`config.mk`:
```
export PLATFORM = sky130hd
export DESIGN_NAME = pulse_period_tachometer
export DESIGN_NICKNAME = d
export VERILOG_FILES = /design/src/rtl/tach_pkg.sv /design/src/rtl/tach_div.sv /design/src/rtl/tach_mul.sv /design/src/rtl/pulse_period_tachometer.sv
export SDC_FILE = /design/constraint.sdc
export NUM_CORES = 2
export LEC_CHECK = 0
export BUFFER_PORTS_ARGS = -buffer_cell sky130_fd_sc_hd__clkbuf_2
export CAP_MARGIN = 20
export CORE_AREA = 8 8 349 351
export DETAILED_ROUTE_END_ITERATION = 8
export DIE_AREA = 0 0 357 359
export PLACE_DENSITY = 0.76
export SYNTH_ARGS = -nofsm -noshare
export SYNTH_HDL_FRONTEND = slang
export SYNTH_SLANG_ARGS = --single-unit
```
`constraint.sdc`:
```
create_clock -name clk -period 11.1 [get_ports clk]
set_input_delay 2.22 -clock clk [delete_from_list [all_inputs] [get_ports clk]]
set_output_delay 2.22 -clock clk [all_outputs]
set_load 0.01 [all_outputs]
```
`src/rtl/tach_pkg.sv`:
```
// Shared constants, types and helpers of the pulse period tachometer.
package tach_pkg;

    localparam int TIME_WIDTH_DEF = 32;

    localparam int DIV_W      = 64;
    localparam int DIV_CNT_W  = $clog2(DIV_W + 1);
    localparam int MUL_B_W    = 17;
    localparam int MUL_CNT_W  = $clog2(MUL_B_W + 1);

    localparam int OUT_W      = 32;
    localparam int PPR_W      = 8;
    localparam int TMO_W      = 24;
    localparam int HYS_W      = 16;
    localparam int BOUND_W    = 24;
    localparam int CNT_W      = 4;
    localparam int CFG_W      = 24;
    localparam int CFG_IDX_W  = 3;

    localparam int FREQ_BITS  = 34;
    localparam int ROT_W      = 35;
    localparam int ROT5_W     = 38;
    localparam int WHL_W      = 34;
    localparam int PICK_BITS  = 48;
    localparam int X_W        = 44;
    localparam int SPEED_SHIFT = 24;

    localparam logic [FREQ_BITS-1:0] FREQ_NUMERATOR = 34'd10000000000;
    localparam logic [MUL_B_W-1:0]   SPEED_FACTOR   = 17'd114199;
    localparam logic [DIV_W-1:0]     X_CAP          = 64'h0000_07FF_FFFF_FFFF;
    localparam logic [DIV_W-1:0]     RPM_DIVISOR    = 64'd100;
    localparam logic [DIV_W-1:0]     WHEEL_DIVISOR  = 64'd13;
    localparam int                   INIT_INTERVAL  = 101000;

    localparam logic [PPR_W-1:0]   PPR_RST   = 8'd20;
    localparam logic [TMO_W-1:0]   TMO_RST   = 24'd100000;
    localparam logic [HYS_W-1:0]   HYS_RST   = 16'd2000;
    localparam logic [BOUND_W-1:0] SLOW_RST  = 24'd40000;
    localparam logic [BOUND_W-1:0] FAST_RST  = 24'd5000;
    localparam logic [CNT_W-1:0]   MAXC_RST  = 4'd10;

    localparam logic [CFG_IDX_W-1:0] CFG_PPR  = 3'd0;
    localparam logic [CFG_IDX_W-1:0] CFG_TMO  = 3'd1;
    localparam logic [CFG_IDX_W-1:0] CFG_HYS  = 3'd2;
    localparam logic [CFG_IDX_W-1:0] CFG_SLOW = 3'd3;
    localparam logic [CFG_IDX_W-1:0] CFG_FAST = 3'd4;
    localparam logic [CFG_IDX_W-1:0] CFG_MAXC = 3'd5;

    localparam logic OP_EDGE = 1'b0;
    localparam logic OP_POLL = 1'b1;

    typedef struct packed {
        logic busy;
        logic done;
    } unit_stat_t;

    typedef struct packed {
        logic                 start;
        logic [DIV_CNT_W-1:0] len;
    } div_req_t;

    function automatic logic [OUT_W-1:0] sat32(input logic [DIV_W-1:0] v);
        logic [OUT_W-1:0] r;
        r = (v[DIV_W-1:OUT_W] != '0) ? '1 : v[OUT_W-1:0];
        return r;
    endfunction

endpackage

```
`src/rtl/tach_div.sv`:
```
// Restoring divider taking one quotient bit per cycle from a left-aligned dividend.
module tach_div
    import tach_pkg::*;
(
    input  logic             clk,
    input  logic             rst_n,
    input  div_req_t         req,
    input  logic [DIV_W-1:0] dividend,
    input  logic [DIV_W-1:0] divisor,
    output unit_stat_t       stat,
    output logic [DIV_W-1:0] quotient
);

    logic                 busy_reg, busy_next;
    logic                 done_reg, done_next;
    logic [DIV_CNT_W-1:0] cnt_reg, cnt_next;
    logic [DIV_W-1:0]     dvd_reg, dvd_next;
    logic [DIV_W-1:0]     dsr_reg, dsr_next;
    logic [DIV_W-1:0]     rem_reg, rem_next;
    logic [DIV_W-1:0]     quo_reg, quo_next;
    logic [DIV_W:0]       trial;
    logic [DIV_W:0]       diff;
    logic                 ge;

    assign trial = {rem_reg, dvd_reg[DIV_W-1]};
    assign diff  = trial - {1'b0, dsr_reg};
    assign ge    = (trial >= {1'b0, dsr_reg});

    always_comb
    begin
        busy_next = busy_reg;
        done_next = 1'b0;
        cnt_next  = cnt_reg;
        dvd_next  = dvd_reg;
        dsr_next  = dsr_reg;
        rem_next  = rem_reg;
        quo_next  = quo_reg;
        if (req.start)
        begin
            busy_next = 1'b1;
            cnt_next  = req.len;
            dvd_next  = dividend;
            dsr_next  = divisor;
            rem_next  = '0;
            quo_next  = '0;
        end
        else if (busy_reg)
        begin
            dvd_next = {dvd_reg[DIV_W-2:0], 1'b0};
            rem_next = ge ? diff[DIV_W-1:0] : trial[DIV_W-1:0];
            quo_next = {quo_reg[DIV_W-2:0], ge};
            cnt_next = cnt_reg - 1'b1;
            if (cnt_reg == DIV_CNT_W'(1))
            begin
                busy_next = 1'b0;
                done_next = 1'b1;
            end
        end
    end

    always_ff @(posedge clk or negedge rst_n)
    begin
        if (!rst_n)
        begin
            busy_reg <= 1'b0;
            done_reg <= 1'b0;
            cnt_reg  <= '0;
        end
        else
        begin
            busy_reg <= busy_next;
            done_reg <= done_next;
            cnt_reg  <= cnt_next;
        end
    end

    always_ff @(posedge clk)
    begin
        dvd_reg <= dvd_next;
        dsr_reg <= dsr_next;
        rem_reg <= rem_next;
        quo_reg <= quo_next;
    end

    assign stat.busy = busy_reg;
    assign stat.done = done_reg;
    assign quotient  = quo_reg;

endmodule

```
`src/rtl/tach_mul.sv`:
```
// Shift-and-add multiplier consuming one multiplier bit per cycle.
module tach_mul
    import tach_pkg::*;
(
    input  logic               clk,
    input  logic               rst_n,
    input  logic               start,
    input  logic [DIV_W-1:0]   mcand,
    input  logic [MUL_B_W-1:0] mplier,
    output unit_stat_t         stat,
    output logic [DIV_W-1:0]   product
);

    logic                 busy_reg, busy_next;
    logic                 done_reg, done_next;
    logic [MUL_CNT_W-1:0] cnt_reg, cnt_next;
    logic [DIV_W-1:0]     mcand_reg, mcand_next;
    logic [MUL_B_W-1:0]   mplier_reg, mplier_next;
    logic [DIV_W-1:0]     acc_reg, acc_next;

    always_comb
    begin
        busy_next   = busy_reg;
        done_next   = 1'b0;
        cnt_next    = cnt_reg;
        mcand_next  = mcand_reg;
        mplier_next = mplier_reg;
        acc_next    = acc_reg;
        if (start)
        begin
            busy_next   = 1'b1;
            cnt_next    = MUL_CNT_W'(MUL_B_W);
            mcand_next  = mcand;
            mplier_next = mplier;
            acc_next    = '0;
        end
        else if (busy_reg)
        begin
            if (mplier_reg[0])
            begin
                acc_next = acc_reg + mcand_reg;
            end
            mcand_next  = {mcand_reg[DIV_W-2:0], 1'b0};
            mplier_next = {1'b0, mplier_reg[MUL_B_W-1:1]};
            cnt_next    = cnt_reg - 1'b1;
            if (cnt_reg == MUL_CNT_W'(1))
            begin
                busy_next = 1'b0;
                done_next = 1'b1;
            end
        end
    end

    always_ff @(posedge clk or negedge rst_n)
    begin
        if (!rst_n)
        begin
            busy_reg <= 1'b0;
            done_reg <= 1'b0;
            cnt_reg  <= '0;
        end
        else
        begin
            busy_reg <= busy_next;
            done_reg <= done_next;
            cnt_reg  <= cnt_next;
        end
    end

    always_ff @(posedge clk)
    begin
        mcand_reg  <= mcand_next;
        mplier_reg <= mplier_next;
        acc_reg    <= acc_next;
    end

    assign stat.busy = busy_reg;
    assign stat.done = done_reg;
    assign product   = acc_reg;

endmodule

```
`src/rtl/pulse_period_tachometer.sv`:
```
// Top level of the pulse period tachometer: sequencer, state and result register.
//
// Input channel (in_valid/in_ready) carries one request: operation 0 is a pulse
// edge, operation 1 a poll, each with a wrapping microsecond stamp time_us.
// Output channel (out_valid/out_ready) returns one result per poll; edges give none.
// Configuration is written via cfg_we/cfg_index/cfg_data, by the user only while idle.
// An edge that does not close an averaging group finishes in the accepting cycle.
// An edge closing a group runs one TIME_WIDTH-bit division and, if the count map
// calls for it, a multiply and a 48-bit division before the next request is taken.
// A poll runs five divisions of 34 to 38 bits and one multiply, all on
// one shared bit-serial divider and multiplier, and its result loads once the
// output register is free.
// One request is in work at a time; in_ready is high only while the sequencer idles.
// A finished poll waits in the output register; edges are still taken meanwhile,
// and a further poll holds its result until the register frees.
// Reset restores the configuration defaults, presets the timing state and empties
// the output register.
module pulse_period_tachometer
    import tach_pkg::*;
#(
    parameter int TIME_WIDTH = TIME_WIDTH_DEF
)
(
    input  logic                 clk,
    input  logic                 rst_n,
    input  logic                 in_valid,
    output logic                 in_ready,
    input  logic                 operation,
    input  logic [31:0]          time_us,
    output logic                 out_valid,
    input  logic                 out_ready,
    output logic [OUT_W-1:0]     pulse_freq_x1e4,
    output logic [OUT_W-1:0]     rotor_rpm_x10,
    output logic [OUT_W-1:0]     wheel_rpm_x10,
    output logic [OUT_W-1:0]     wheel_speed,
    output logic [OUT_W-1:0]     last_interval_us,
    output logic                 stopped,
    input  logic                 cfg_we,
    input  logic [CFG_IDX_W-1:0] cfg_index,
    input  logic [CFG_W-1:0]     cfg_data
);

    localparam int TW = TIME_WIDTH;

    localparam logic [3:0] ST_IDLE = 4'd0;
    localparam logic [3:0] ST_AVG  = 4'd1;
    localparam logic [3:0] ST_PMUL = 4'd2;
    localparam logic [3:0] ST_PDIV = 4'd3;
    localparam logic [3:0] ST_FREQ = 4'd4;
    localparam logic [3:0] ST_ROT  = 4'd5;
    localparam logic [3:0] ST_RPM  = 4'd6;
    localparam logic [3:0] ST_WHL  = 4'd7;
    localparam logic [3:0] ST_WRPM = 4'd8;
    localparam logic [3:0] ST_SPD  = 4'd9;
    localparam logic [3:0] ST_OUT  = 4'd10;

    logic [3:0]         state_reg, state_next;
    logic               go_reg, go_next;
    logic               out_valid_reg, out_valid_next;

    logic [PPR_W-1:0]   ppr_reg;
    logic [TMO_W-1:0]   tmo_reg;
    logic [HYS_W-1:0]   hys_reg;
    logic [BOUND_W-1:0] slow_reg;
    logic [BOUND_W-1:0] fast_reg;
    logic [CNT_W-1:0]   maxc_reg;

    logic [TW-1:0]      last_reg, last_next;
    logic [TW-1:0]      piv_reg, piv_next;
    logic [TW-1:0]      avg_reg, avg_next;
    logic [TW-1:0]      sum_reg, sum_next;
    logic [CNT_W-1:0]   ac_reg, ac_next;
    logic [CNT_W-1:0]   pig_reg, pig_next;
    logic               hon_reg, hon_next;

    logic               stop_reg, stop_next;
    logic [OUT_W-1:0]   liv_reg, liv_next;
    logic [OUT_W-1:0]   freq_reg, freq_next;
    logic [ROT_W-1:0]   rotor_reg, rotor_next;
    logic [OUT_W-1:0]   rpm_reg, rpm_next;
    logic [WHL_W-1:0]   wheel_reg, wheel_next;
    logic [OUT_W-1:0]   wrpm_reg, wrpm_next;

    logic [OUT_W-1:0]   o_freq_reg, o_rotor_reg, o_wheel_reg, o_speed_reg, o_liv_reg;
    logic               o_stop_reg;
    logic               out_load;

    logic [DIV_W-1:0]   time_ext;
    logic [TW-1:0]      now;
    logic [TW-1:0]      iv;
    logic [TW:0]        sum_add;
    logic [TW-1:0]      sum_sat;
    logic [TW-1:0]      idle;
    logic [TMO_W-1:0]   lower;
    logic [TMO_W-1:0]   thr;
    logic               stop_now;

    logic [CNT_W-1:0]   top;
    logic [CNT_W-1:0]   top_m1;
    logic [DIV_W-1:0]   iv_wide;
    logic [X_W-1:0]     x;
    logic [X_W-1:0]     s_ext;
    logic [X_W-1:0]     f_ext;
    logic [X_W-1:0]     ax;
    logic [BOUND_W-1:0] ad;
    logic               same_sign;
    logic [PPR_W-1:0]   ppr_eff;
    logic [CNT_W-1:0]   ac_eff;
    logic [ROT_W-1:0]   freq6;
    logic [ROT5_W-1:0]  rotor5;

    div_req_t           div_req;
    unit_stat_t         div_stat;
    logic [DIV_W-1:0]   div_dividend;
    logic [DIV_W-1:0]   div_divisor;
    logic [DIV_W-1:0]   div_q;
    logic               mul_start;
    logic [DIV_W-1:0]   mul_mcand;
    logic [MUL_B_W-1:0] mul_mplier;
    unit_stat_t         mul_stat;
    logic [DIV_W-1:0]   mul_prod;

    tach_div u_div (
        .clk      (clk),
        .rst_n    (rst_n),
        .req      (div_req),
        .dividend (div_dividend),
        .divisor  (div_divisor),
        .stat     (div_stat),
        .quotient (div_q)
    );

    tach_mul u_mul (
        .clk     (clk),
        .rst_n   (rst_n),
        .start   (mul_start),
        .mcand   (mul_mcand),
        .mplier  (mul_mplier),
        .stat    (mul_stat),
        .product (mul_prod)
    );

    // Timing of the incoming request
    assign time_ext = DIV_W'(time_us);
    assign now      = time_ext[TW-1:0];
    assign iv       = now - last_reg;
    assign sum_add  = {1'b0, sum_reg} + {1'b0, iv};
    assign sum_sat  = sum_add[TW] ? '1 : sum_add[TW-1:0];
    assign idle     = (now < last_reg) ? '0 : (now - last_reg);
    assign lower    = hon_reg ? TMO_W'(hys_reg) : '0;
    assign thr      = (tmo_reg > lower) ? (tmo_reg - lower) : '0;
    assign stop_now = (DIV_W'(piv_reg) > DIV_W'(thr)) || (DIV_W'(idle) > DIV_W'(thr));

    // Averaging count map operands
    assign top       = (maxc_reg == '0) ? CNT_W'(1) : maxc_reg;
    assign top_m1    = top - 1'b1;
    assign iv_wide   = DIV_W'(piv_reg);
    assign x         = (iv_wide > X_CAP) ? X_CAP[X_W-1:0] : iv_wide[X_W-1:0];
    assign s_ext     = X_W'(slow_reg);
    assign f_ext     = X_W'(fast_reg);
    assign ax        = (x > s_ext) ? (x - s_ext) : (s_ext - x);
    assign ad        = (fast_reg > slow_reg) ? (fast_reg - slow_reg) : (slow_reg - fast_reg);
    assign same_sign = ((x > s_ext) && (fast_reg > slow_reg))
                    || ((x < s_ext) && (fast_reg < slow_reg));

    assign ppr_eff = (ppr_reg == '0) ? PPR_W'(1) : ppr_reg;
    assign ac_eff  = (ac_reg == '0) ? CNT_W'(1) : ac_reg;
    assign freq6   = {1'b0, freq_reg, 2'b00} + {2'b00, freq_reg, 1'b0};
    assign rotor5  = {1'b0, rotor_reg, 2'b00} + {3'b000, rotor_reg};

    // Operand selection for the shared units
    always_comb
    begin
        div_dividend  = '0;
        div_divisor   = '0;
        div_req.len   = '0;
        div_req.start = go_reg && ((state_reg == ST_AVG) || (state_reg == ST_PDIV)
                        || (state_reg == ST_FREQ) || (state_reg == ST_ROT)
                        || (state_reg == ST_RPM) || (state_reg == ST_WHL)
                        || (state_reg == ST_WRPM));
        mul_mcand     = '0;
        mul_mplier    = '0;
        case (state_reg)
            ST_AVG:
            begin
                div_dividend = DIV_W'(sum_reg) << (DIV_W - TW);
                div_divisor  = DIV_W'(ac_eff);
                div_req.len  = DIV_CNT_W'(TW);
            end
            ST_PMUL:
            begin
                mul_mcand  = DIV_W'(ax);
                mul_mplier = MUL_B_W'(top_m1);
            end
            ST_PDIV:
            begin
                div_dividend = mul_prod << (DIV_W - PICK_BITS);
                div_divisor  = DIV_W'(ad);
                div_req.len  = DIV_CNT_W'(PICK_BITS);
            end
            ST_FREQ:
            begin
                div_dividend = DIV_W'(FREQ_NUMERATOR) << (DIV_W - FREQ_BITS);
                div_divisor  = DIV_W'(avg_reg);
                div_req.len  = DIV_CNT_W'(FREQ_BITS);
            end
            ST_ROT:
            begin
                div_dividend = DIV_W'(freq6) << (DIV_W - ROT_W);
                div_divisor  = DIV_W'(ppr_eff);
                div_req.len  = DIV_CNT_W'(ROT_W);
            end
            ST_RPM:
            begin
                div_dividend = DIV_W'(rotor_reg) << (DIV_W - ROT_W);
                div_divisor  = RPM_DIVISOR;
                div_req.len  = DIV_CNT_W'(ROT_W);
            end
            ST_WHL:
            begin
                div_dividend = DIV_W'(rotor5) << (DIV_W - ROT5_W);
                div_divisor  = WHEEL_DIVISOR;
                div_req.len  = DIV_CNT_W'(ROT5_W);
            end
            ST_WRPM:
            begin
                div_dividend = DIV_W'(wheel_reg) << (DIV_W - WHL_W);
                div_divisor  = RPM_DIVISOR;
                div_req.len  = DIV_CNT_W'(WHL_W);
            end
            ST_SPD:
            begin
                mul_mcand  = DIV_W'(wheel_reg);
                mul_mplier = SPEED_FACTOR;
            end
            default:
            begin
                div_dividend = '0;
            end
        endcase
    end

    assign mul_start = go_reg && ((state_reg == ST_PMUL) || (state_reg == ST_SPD));

    assign in_ready = (state_reg == ST_IDLE);

    // Sequencer
    always_comb
    begin
        state_next     = state_reg;
        go_next        = 1'b0;
        out_valid_next = out_valid_reg && !out_ready;
        out_load       = 1'b0;
        last_next      = last_reg;
        piv_next       = piv_reg;
        avg_next       = avg_reg;
        sum_next       = sum_reg;
        ac_next        = ac_reg;
        pig_next       = pig_reg;
        hon_next       = hon_reg;
        stop_next      = stop_reg;
        liv_next       = liv_reg;
        freq_next      = freq_reg;
        rotor_next     = rotor_reg;
        rpm_next       = rpm_reg;
        wheel_next     = wheel_reg;
        wrpm_next      = wrpm_reg;
        case (state_reg)
            ST_IDLE:
            begin
                if (in_valid)
                begin
                    if (operation == OP_EDGE)
                    begin
                        piv_next  = iv;
                        last_next = now;
                        if (pig_reg >= ac_reg)
                        begin
                            pig_next   = CNT_W'(1);
                            state_next = ST_AVG;
                            go_next    = 1'b1;
                        end
                        else
                        begin
                            pig_next = pig_reg + 1'b1;
                            sum_next = sum_sat;
                        end
                    end
                    else
                    begin
                        stop_next  = stop_now;
                        hon_next   = stop_now;
                        liv_next   = sat32(DIV_W'(piv_reg));
                        state_next = ST_FREQ;
                        go_next    = 1'b1;
                    end
                end
            end
            ST_AVG:
            begin
                if (div_stat.done)
                begin
                    avg_next   = div_q[TW-1:0];
                    sum_next   = piv_reg;
                    state_next = ST_IDLE;
                    if (slow_reg == fast_reg)
                    begin
                        ac_next = (x <= f_ext) ? top : CNT_W'(1);
                    end
                    else if (!same_sign || (top == CNT_W'(1)))
                    begin
                        ac_next = CNT_W'(1);
                    end
                    else
                    begin
                        state_next = ST_PMUL;
                        go_next    = 1'b1;
                    end
                end
            end
            ST_PMUL:
            begin
                if (mul_stat.done)
                begin
                    state_next = ST_PDIV;
                    go_next    = 1'b1;
                end
            end
            ST_PDIV:
            begin
                if (div_stat.done)
                begin
                    ac_next    = (div_q >= DIV_W'(top_m1)) ? top : (div_q[CNT_W-1:0] + 1'b1);
                    state_next = ST_IDLE;
                end
            end
            ST_FREQ:
            begin
                if (div_stat.done)
                begin
                    freq_next  = (stop_reg || (avg_reg == '0)) ? '0 : sat32(div_q);
                    state_next = ST_ROT;
                    go_next    = 1'b1;
                end
            end
            ST_ROT:
            begin
                if (div_stat.done)
                begin
                    rotor_next = div_q[ROT_W-1:0];
                    state_next = ST_RPM;
                    go_next    = 1'b1;
                end
            end
            ST_RPM:
            begin
                if (div_stat.done)
                begin
                    rpm_next   = sat32(div_q);
                    state_next = ST_WHL;
                    go_next    = 1'b1;
                end
            end
            ST_WHL:
            begin
                if (div_stat.done)
                begin
                    wheel_next = div_q[WHL_W-1:0];
                    state_next = ST_WRPM;
                    go_next    = 1'b1;
                end
            end
            ST_WRPM:
            begin
                if (div_stat.done)
                begin
                    wrpm_next  = sat32(div_q);
                    state_next = ST_SPD;
                    go_next    = 1'b1;
                end
            end
            ST_SPD:
            begin
                if (mul_stat.done)
                begin
                    state_next = ST_OUT;
                end
            end
            ST_OUT:
            begin
                // hold until the output register frees
                if (!out_valid_reg || out_ready)
                begin
                    out_load       = 1'b1;
                    out_valid_next = 1'b1;
                    state_next     = ST_IDLE;
                end
            end
            default:
            begin
                state_next = ST_IDLE;
            end
        endcase
    end

    always_ff @(posedge clk or negedge rst_n)
    begin
        if (!rst_n)
        begin
            state_reg     <= ST_IDLE;
            go_reg        <= 1'b0;
            out_valid_reg <= 1'b0;
            last_reg      <= '0;
            piv_reg       <= TW'(INIT_INTERVAL);
            avg_reg       <= TW'(INIT_INTERVAL);
            sum_reg       <= '0;
            ac_reg        <= CNT_W'(1);
            pig_reg       <= CNT_W'(1);
            hon_reg       <= 1'b0;
        end
        else
        begin
            state_reg     <= state_next;
            go_reg        <= go_next;
            out_valid_reg <= out_valid_next;
            last_reg      <= last_next;
            piv_reg       <= piv_next;
            avg_reg       <= avg_next;
            sum_reg       <= sum_next;
            ac_reg        <= ac_next;
            pig_reg       <= pig_next;
            hon_reg       <= hon_next;
        end
    end

    always_ff @(posedge clk or negedge rst_n)
    begin
        if (!rst_n)
        begin
            ppr_reg  <= PPR_RST;
            tmo_reg  <= TMO_RST;
            hys_reg  <= HYS_RST;
            slow_reg <= SLOW_RST;
            fast_reg <= FAST_RST;
            maxc_reg <= MAXC_RST;
        end
        else if (cfg_we)
        begin
            case (cfg_index)
                CFG_PPR:  ppr_reg  <= cfg_data[PPR_W-1:0];
                CFG_TMO:  tmo_reg  <= cfg_data[TMO_W-1:0];
                CFG_HYS:  hys_reg  <= cfg_data[HYS_W-1:0];
                CFG_SLOW: slow_reg <= cfg_data[BOUND_W-1:0];
                CFG_FAST: fast_reg <= cfg_data[BOUND_W-1:0];
                CFG_MAXC: maxc_reg <= cfg_data[CNT_W-1:0];
                default:  ppr_reg  <= ppr_reg;
            endcase
        end
    end

    always_ff @(posedge clk)
    begin
        stop_reg  <= stop_next;
        liv_reg   <= liv_next;
        freq_reg  <= freq_next;
        rotor_reg <= rotor_next;
        rpm_reg   <= rpm_next;
        wheel_reg <= wheel_next;
        wrpm_reg  <= wrpm_next;
        if (out_load)
        begin
            o_freq_reg  <= freq_reg;
            o_rotor_reg <= rpm_reg;
            o_wheel_reg <= wrpm_reg;
            o_speed_reg <= sat32(mul_prod >> SPEED_SHIFT);
            o_liv_reg   <= liv_reg;
            o_stop_reg  <= stop_reg;
        end
    end

    assign out_valid        = out_valid_reg;
    assign pulse_freq_x1e4  = o_freq_reg;
    assign rotor_rpm_x10    = o_rotor_reg;
    assign wheel_rpm_x10    = o_wheel_reg;
    assign wheel_speed      = o_speed_reg;
    assign last_interval_us = o_liv_reg;
    assign stopped          = o_stop_reg;

    a_stop_zero_freq: assert property (@(posedge clk) disable iff (!rst_n)
        (out_valid && stopped) |-> (pulse_freq_x1e4 == '0))
        else $error("stopped result carries a nonzero frequency");

    a_wheel_le_rotor: assert property (@(posedge clk) disable iff (!rst_n)
        out_valid |-> (wheel_rpm_x10 <= rotor_rpm_x10))
        else $error("wheel rpm exceeds rotor rpm");

    a_group_bounds: assert property (@(posedge clk) disable iff (!rst_n)
        (pig_reg != '0) && (ac_reg != '0) && (pig_reg <= ac_reg))
        else $error("averaging group count out of range");

    a_div_no_restart: assert property (@(posedge clk) disable iff (!rst_n)
        div_req.start |-> !div_stat.busy)
        else $error("divider restarted while busy");

endmodule
```
* Yosys cells after proc, flatten, opt, wreduce, memory -nomap -nowiden
Index checks and enable logic that the tools add are counted.
** Word-level totals
- Register bits after elaboration :: 1019
- Input port bits :: 65
- Logic and storage cells :: 241
** Operators by class
- Add/subtract/negate cells :: 16
- Magnitude comparators :: 13
- Equality and inequality tests :: 34
- Muxes and demuxes :: 81
- Bitwise gates (word level) :: 1
- Reduce and logical (&&, ||, !) cells :: 54
** Operators by type and width (number)
- $pmux 64 s7 :: 1
- $mux 64 :: 5
- $mux 32 :: 7
- $pmux 32 s6 :: 1
- $mux 4 :: 22
- $pmux 44 s2 :: 1
- $ge 65x64->1 :: 1
- $add 64x64->64 :: 1
- $ge 64x4->1 :: 1
- $gt 32x24->1 :: 2
- $pmux 32 s2 :: 1
- $reduce_bool 32->1 :: 2
- $sub 64x64->64 :: 1
- $mux 24 :: 2
- $sub 24x24->24 :: 2
- $mux 44 :: 1
- $pmux 4 s11 :: 1
- $sub 24x43->44 :: 1
- $sub 43x24->44 :: 1
- $gt 32x43->1 const B :: 1
- $gt 43x24->1 :: 1
- $le 43x24->1 :: 1
- $lt 43x24->1 :: 1
- $mux 43 :: 1
- other kinds (54) :: 140

* Logic depth before layout (Yosys ltp)
- Depth after elaboration :: 11
- Depth in mapped cells :: 26

* Hierarchy
From an unflattened synthesis, not the netlist that was laid out.
** Unflattened totals
- Cells, all modules :: 6347
- Area, all modules :: 61998.2 µm²
** Modules (own cells, without submodules)
- pulse_period_tachometer :: instances 1, cells each 3832, area an instance 38052.7 µm², sequential area each 16911.2 µm²
- tach_div :: instances 1, cells each 1470, area an instance 14276.2 µm², sequential area each 6631.4 µm²
- tach_mul :: instances 1, cells each 1045, area an instance 9669.3 µm², sequential area each 3888.7 µm²

* Worst setup path before layout
No wires, ideal clock.
- Path type :: input port to flip-flop
- Start :: in time_us[0]
- End :: reg hon_reg
- Setup time :: 125 ps
- Arrival time :: 6899 ps
- Setup slack :: 4076 ps
- Stages :: 24
- Buffers on the path :: 1
- Cell sequence :: inv_1 -> ha_1 -> inv_1 -> fa_1 -> a21o_1 -> a311o_1 -> nand3_1 -> o211ai_1 -> a31oi_1 -> o21bai_1 -> a21oi_1 -> clkbuf_1 -> nor2_1 -> ha_1 -> a211oi_1 -> o21ai_0 -> a221oi_1 -> nand3_1 -> o21ai_0 -> and3_1 -> nand4_1 -> or4_1 -> o31a_1 -> mux2_2
** Between the ends
- Cells in the longest elaborated chain, start to end :: 4
- Elaborated cells between the ends (all ways) :: 5
- Classes of those cells :: 1 x add/sub; 2 x order compare; 1 x mux; 1 x reduce/logical
** Ends and longest elaborated chain
- from (decl) :: line pulse_period_tachometer.sv:29 : input logic [31:0] time_us,
- $sub 32x32->32 or $lt 32x32->1 (tied branches) :: line pulse_period_tachometer.sv:149 : assign idle = (now < last_reg) ? '0 : (now - last_reg);
- $mux 32 (*) :: line pulse_period_tachometer.sv:149
- $gt 32x24->1 (*) :: line pulse_period_tachometer.sv:152 : assign stop_now = (DIV_W'(piv_reg) > DIV_W'(thr)) || (DIV_W'(idle) > DIV_W'(thr));
- $logic_or 1x1->1 (*) :: line pulse_period_tachometer.sv:152
- named net stop_now :: line pulse_period_tachometer.sv:96 : logic stop_now;
- to (signal assigned) :: line pulse_period_tachometer.sv:432 : hon_reg <= hon_next;
- to (decl) :: line pulse_period_tachometer.sv:74 : logic hon_reg, hon_next;
The timed path passes the listed nets; every way through them passes the cells marked *.
A chain may end at the register's enable or synchronous reset.

* Worst setup path after layout
Same ends and word-level chain as after synthesis.

==> summary.txt <==
vias per cell = 6.17
commonest cells in the netlist = nand2_1, edfxtp_1, a21oi_1, o21ai_0, ha_1
Global Route Usage Sum = 27.7%
reg2reg path depth = 27
R2R Setup Slk = 4.38 ns
Total Power = 9.10 mW
Placer Congestion = 0.995
Max rail drop VDD = 0.141 mV
Clock transition at path regs = 0.07 ns
pre-CTS setup slack = 3.31 ns
Pwr per Cell Area = 142 mW/mm^2
die width = 357 um
wire per inst = 24.0 um
Hold Path Class = reg -> reg
Core Rows = 126
area added between synthesis and finish = 11.3%
Max-slew headroom = 28.7%
CTS tree = done
layout cells sized above 1 = 11.9%
library cells used by synthesis = 92
core area = 0.117 mm^2
Starting Density = 49.3%
die footprint = 0.128 mm^2
post-route minimum period = 6.93 ns
measured slew at the worst slew-check pin = 1.06 ns
Synth top area share = 27.1%
Num CTS Buffers = 102
RR Endpoint = hon_reg
Cells after DPL = 7465
critical path endpoint category = flip-flop
fillcell total = 10100
outcome = finished, final reports clean
clock skew = 0.0861 ns
Die H = 359 um
most frequent cell after synthesis = nand2_1
min setup slack post-route = 4.17 ns
# resized after CTS = 0
Final Max Slew Viols = 0
GRT overflow = 0
Post-CTS Setup Inserts = 0
placed cell area = 0.0604 mm^2
drt first pass iters = 8
leading area contributor after synthesis = edfxtp_1
most used flip-flop cell after synthesis = edfxtp_1
Hold Worst Slack = 0.416 ns
Syn Std Cell Area = 0.0575 mm^2
number of nets in the layout = 6539
post-route insts no fill = 7669
mean post-synth cell area = 9.77 um^2
Port Buf Inserts = 227
post-synth net total = 6389
clock latency on the worst-skew pair = 0.76 ns
EDFF count, synth = 520
H-tree Lvls = 3
Boundary Pins = 228
Gate Count Post-Synth = 5890
endpoints failing hold = 0
#FFs+latches synth = 971
Num Clock Sinks = 971
CTS max path bufs = 3
sequential fraction of the synthesis area = 45.2%
fmax = 144 MHz
Design Area, Final = 0.0640 mm^2
maximum fanout along the worst path = 25
FF-to-FF Start = hon_reg
fraction of registers with async set/reset = 26.7%
Area contributors post-synth = edfxtp_1, dfrtp_1, ha_1
Iter 0 DRT Violations = 5098
DP HPWL = 139 mm
CP required = 11.72 ns
Startpoint Class = input pin
Util after Layout = 54.9%
LEAKAGE = 27.5 nW
final wirelength = 184 mm
first-pass GRT wire length = 277 mm
vias = 47300
fin crit share = 62.5%
largest net degree at the start of global routing = 166
RSZ-0062 raised after global routing = false
Worst Hold End = wheel_rpm_x10[9]
number of routed nets with antenna violations = 0
Hold Crit Start = wrpm_reg[9]
CP Data Arrival Time = 7.56 ns
initial antenna violation count = 4
Finish-stage setup viols = 0
Max Cap Viol = 0
Worst Setup Path Type = in -> reg
Setup TNS Final = 0 ns
root buf cell = clkbuf_16
number of global-route vias before repair = 45300
Post-CTS Hold Buffers = 0
DRC violations left = 0
synth warn = 0
depth of the worst hold-timing path = 0
worst max-delay path by stage:
stage	cells past startpoint	start	endpoint
detailed placement	25	time_us[0]	hon_reg
floorplan	24	time_us[0]	hon_reg
CTS	25	time_us[0]	hon_reg
global route	25	time_us[0]	hon_reg
finish	25	time_us[0]	hon_reg
global placement	25	time_us[0]	sum_reg[29]
report_power, final:
group | switching (mW) | internal [mW] | total [mW]
registers | 0.0922 | 3.85 | 3.95
clock network | 1.54 | 2.04 | 3.58
logic | 1.01 | 0.572 | 1.58
cell usage in the layout, fill, tap and decap left out, types with 124 or more instances in the layout:
cell      count
o21ai_0     444
nor2_1      407
a21oi_1     470
inv_1       268
clkbuf_2    226
xnor2_1     161
ha_1        423
nand2_1     556
dfrtp_1     218
a21o_1      180
dfxtp_1     192
edfxtp_1    520
xor2_1      124
layer usage:
metal  wire length, um  track usage [%]
met2             82800             44.1
met4             11900             15.1
met1             74300             35.7
met3             15400             5.09
met5                10                0
cell families after synthesis:
logic type      Yosys count  share of synthesized area [%]
fa+ha+maj               434                           9.58
xor+xnor                285                           4.34
buf+inv                 542                           3.59
flops                   971                           45.2
mux                     222                           4.11
simple gates           1690                           14.0
compound gates         1746                           19.2
critical path: stages:
cell and delay, ns:
clkbuf_2 0.08, inv_1 0.06, ha_1 0.17, inv_1 0.05, fa_1 0.40, a21o_1 0.24
a311o_1 0.37, nand3_1 0.16, o211ai_1 0.21, a31oi_1 0.31, o21bai_1 0.11, a21oi_2 0.14
buf_4 0.29, nor2_1 0.09, ha_1 0.31, a211oi_1 0.21, o21ai_0 0.13, a221oi_1 0.43
nand3_1 0.11, o21ai_0 0.17, and3_1 0.25, nand4_1 0.10, or4_1 0.40, o31a_1 0.26
mux2_2 0.27
area by class of cell:
class                      count  area (um^2)  area share [%]
clock buffer                 139         2890            4.51
sequential                   971        26000            40.6
clock inverter                55          648            1.01
tap                         1536         1920            3.00
inverter                     272         1020            1.60
multi-input combinational   4377        29600            46.3
antenna                        3         7.51          0.0117
timing repair buffer         316         1920            2.99
No activity file was read; power rests on OpenSTA's default activity.
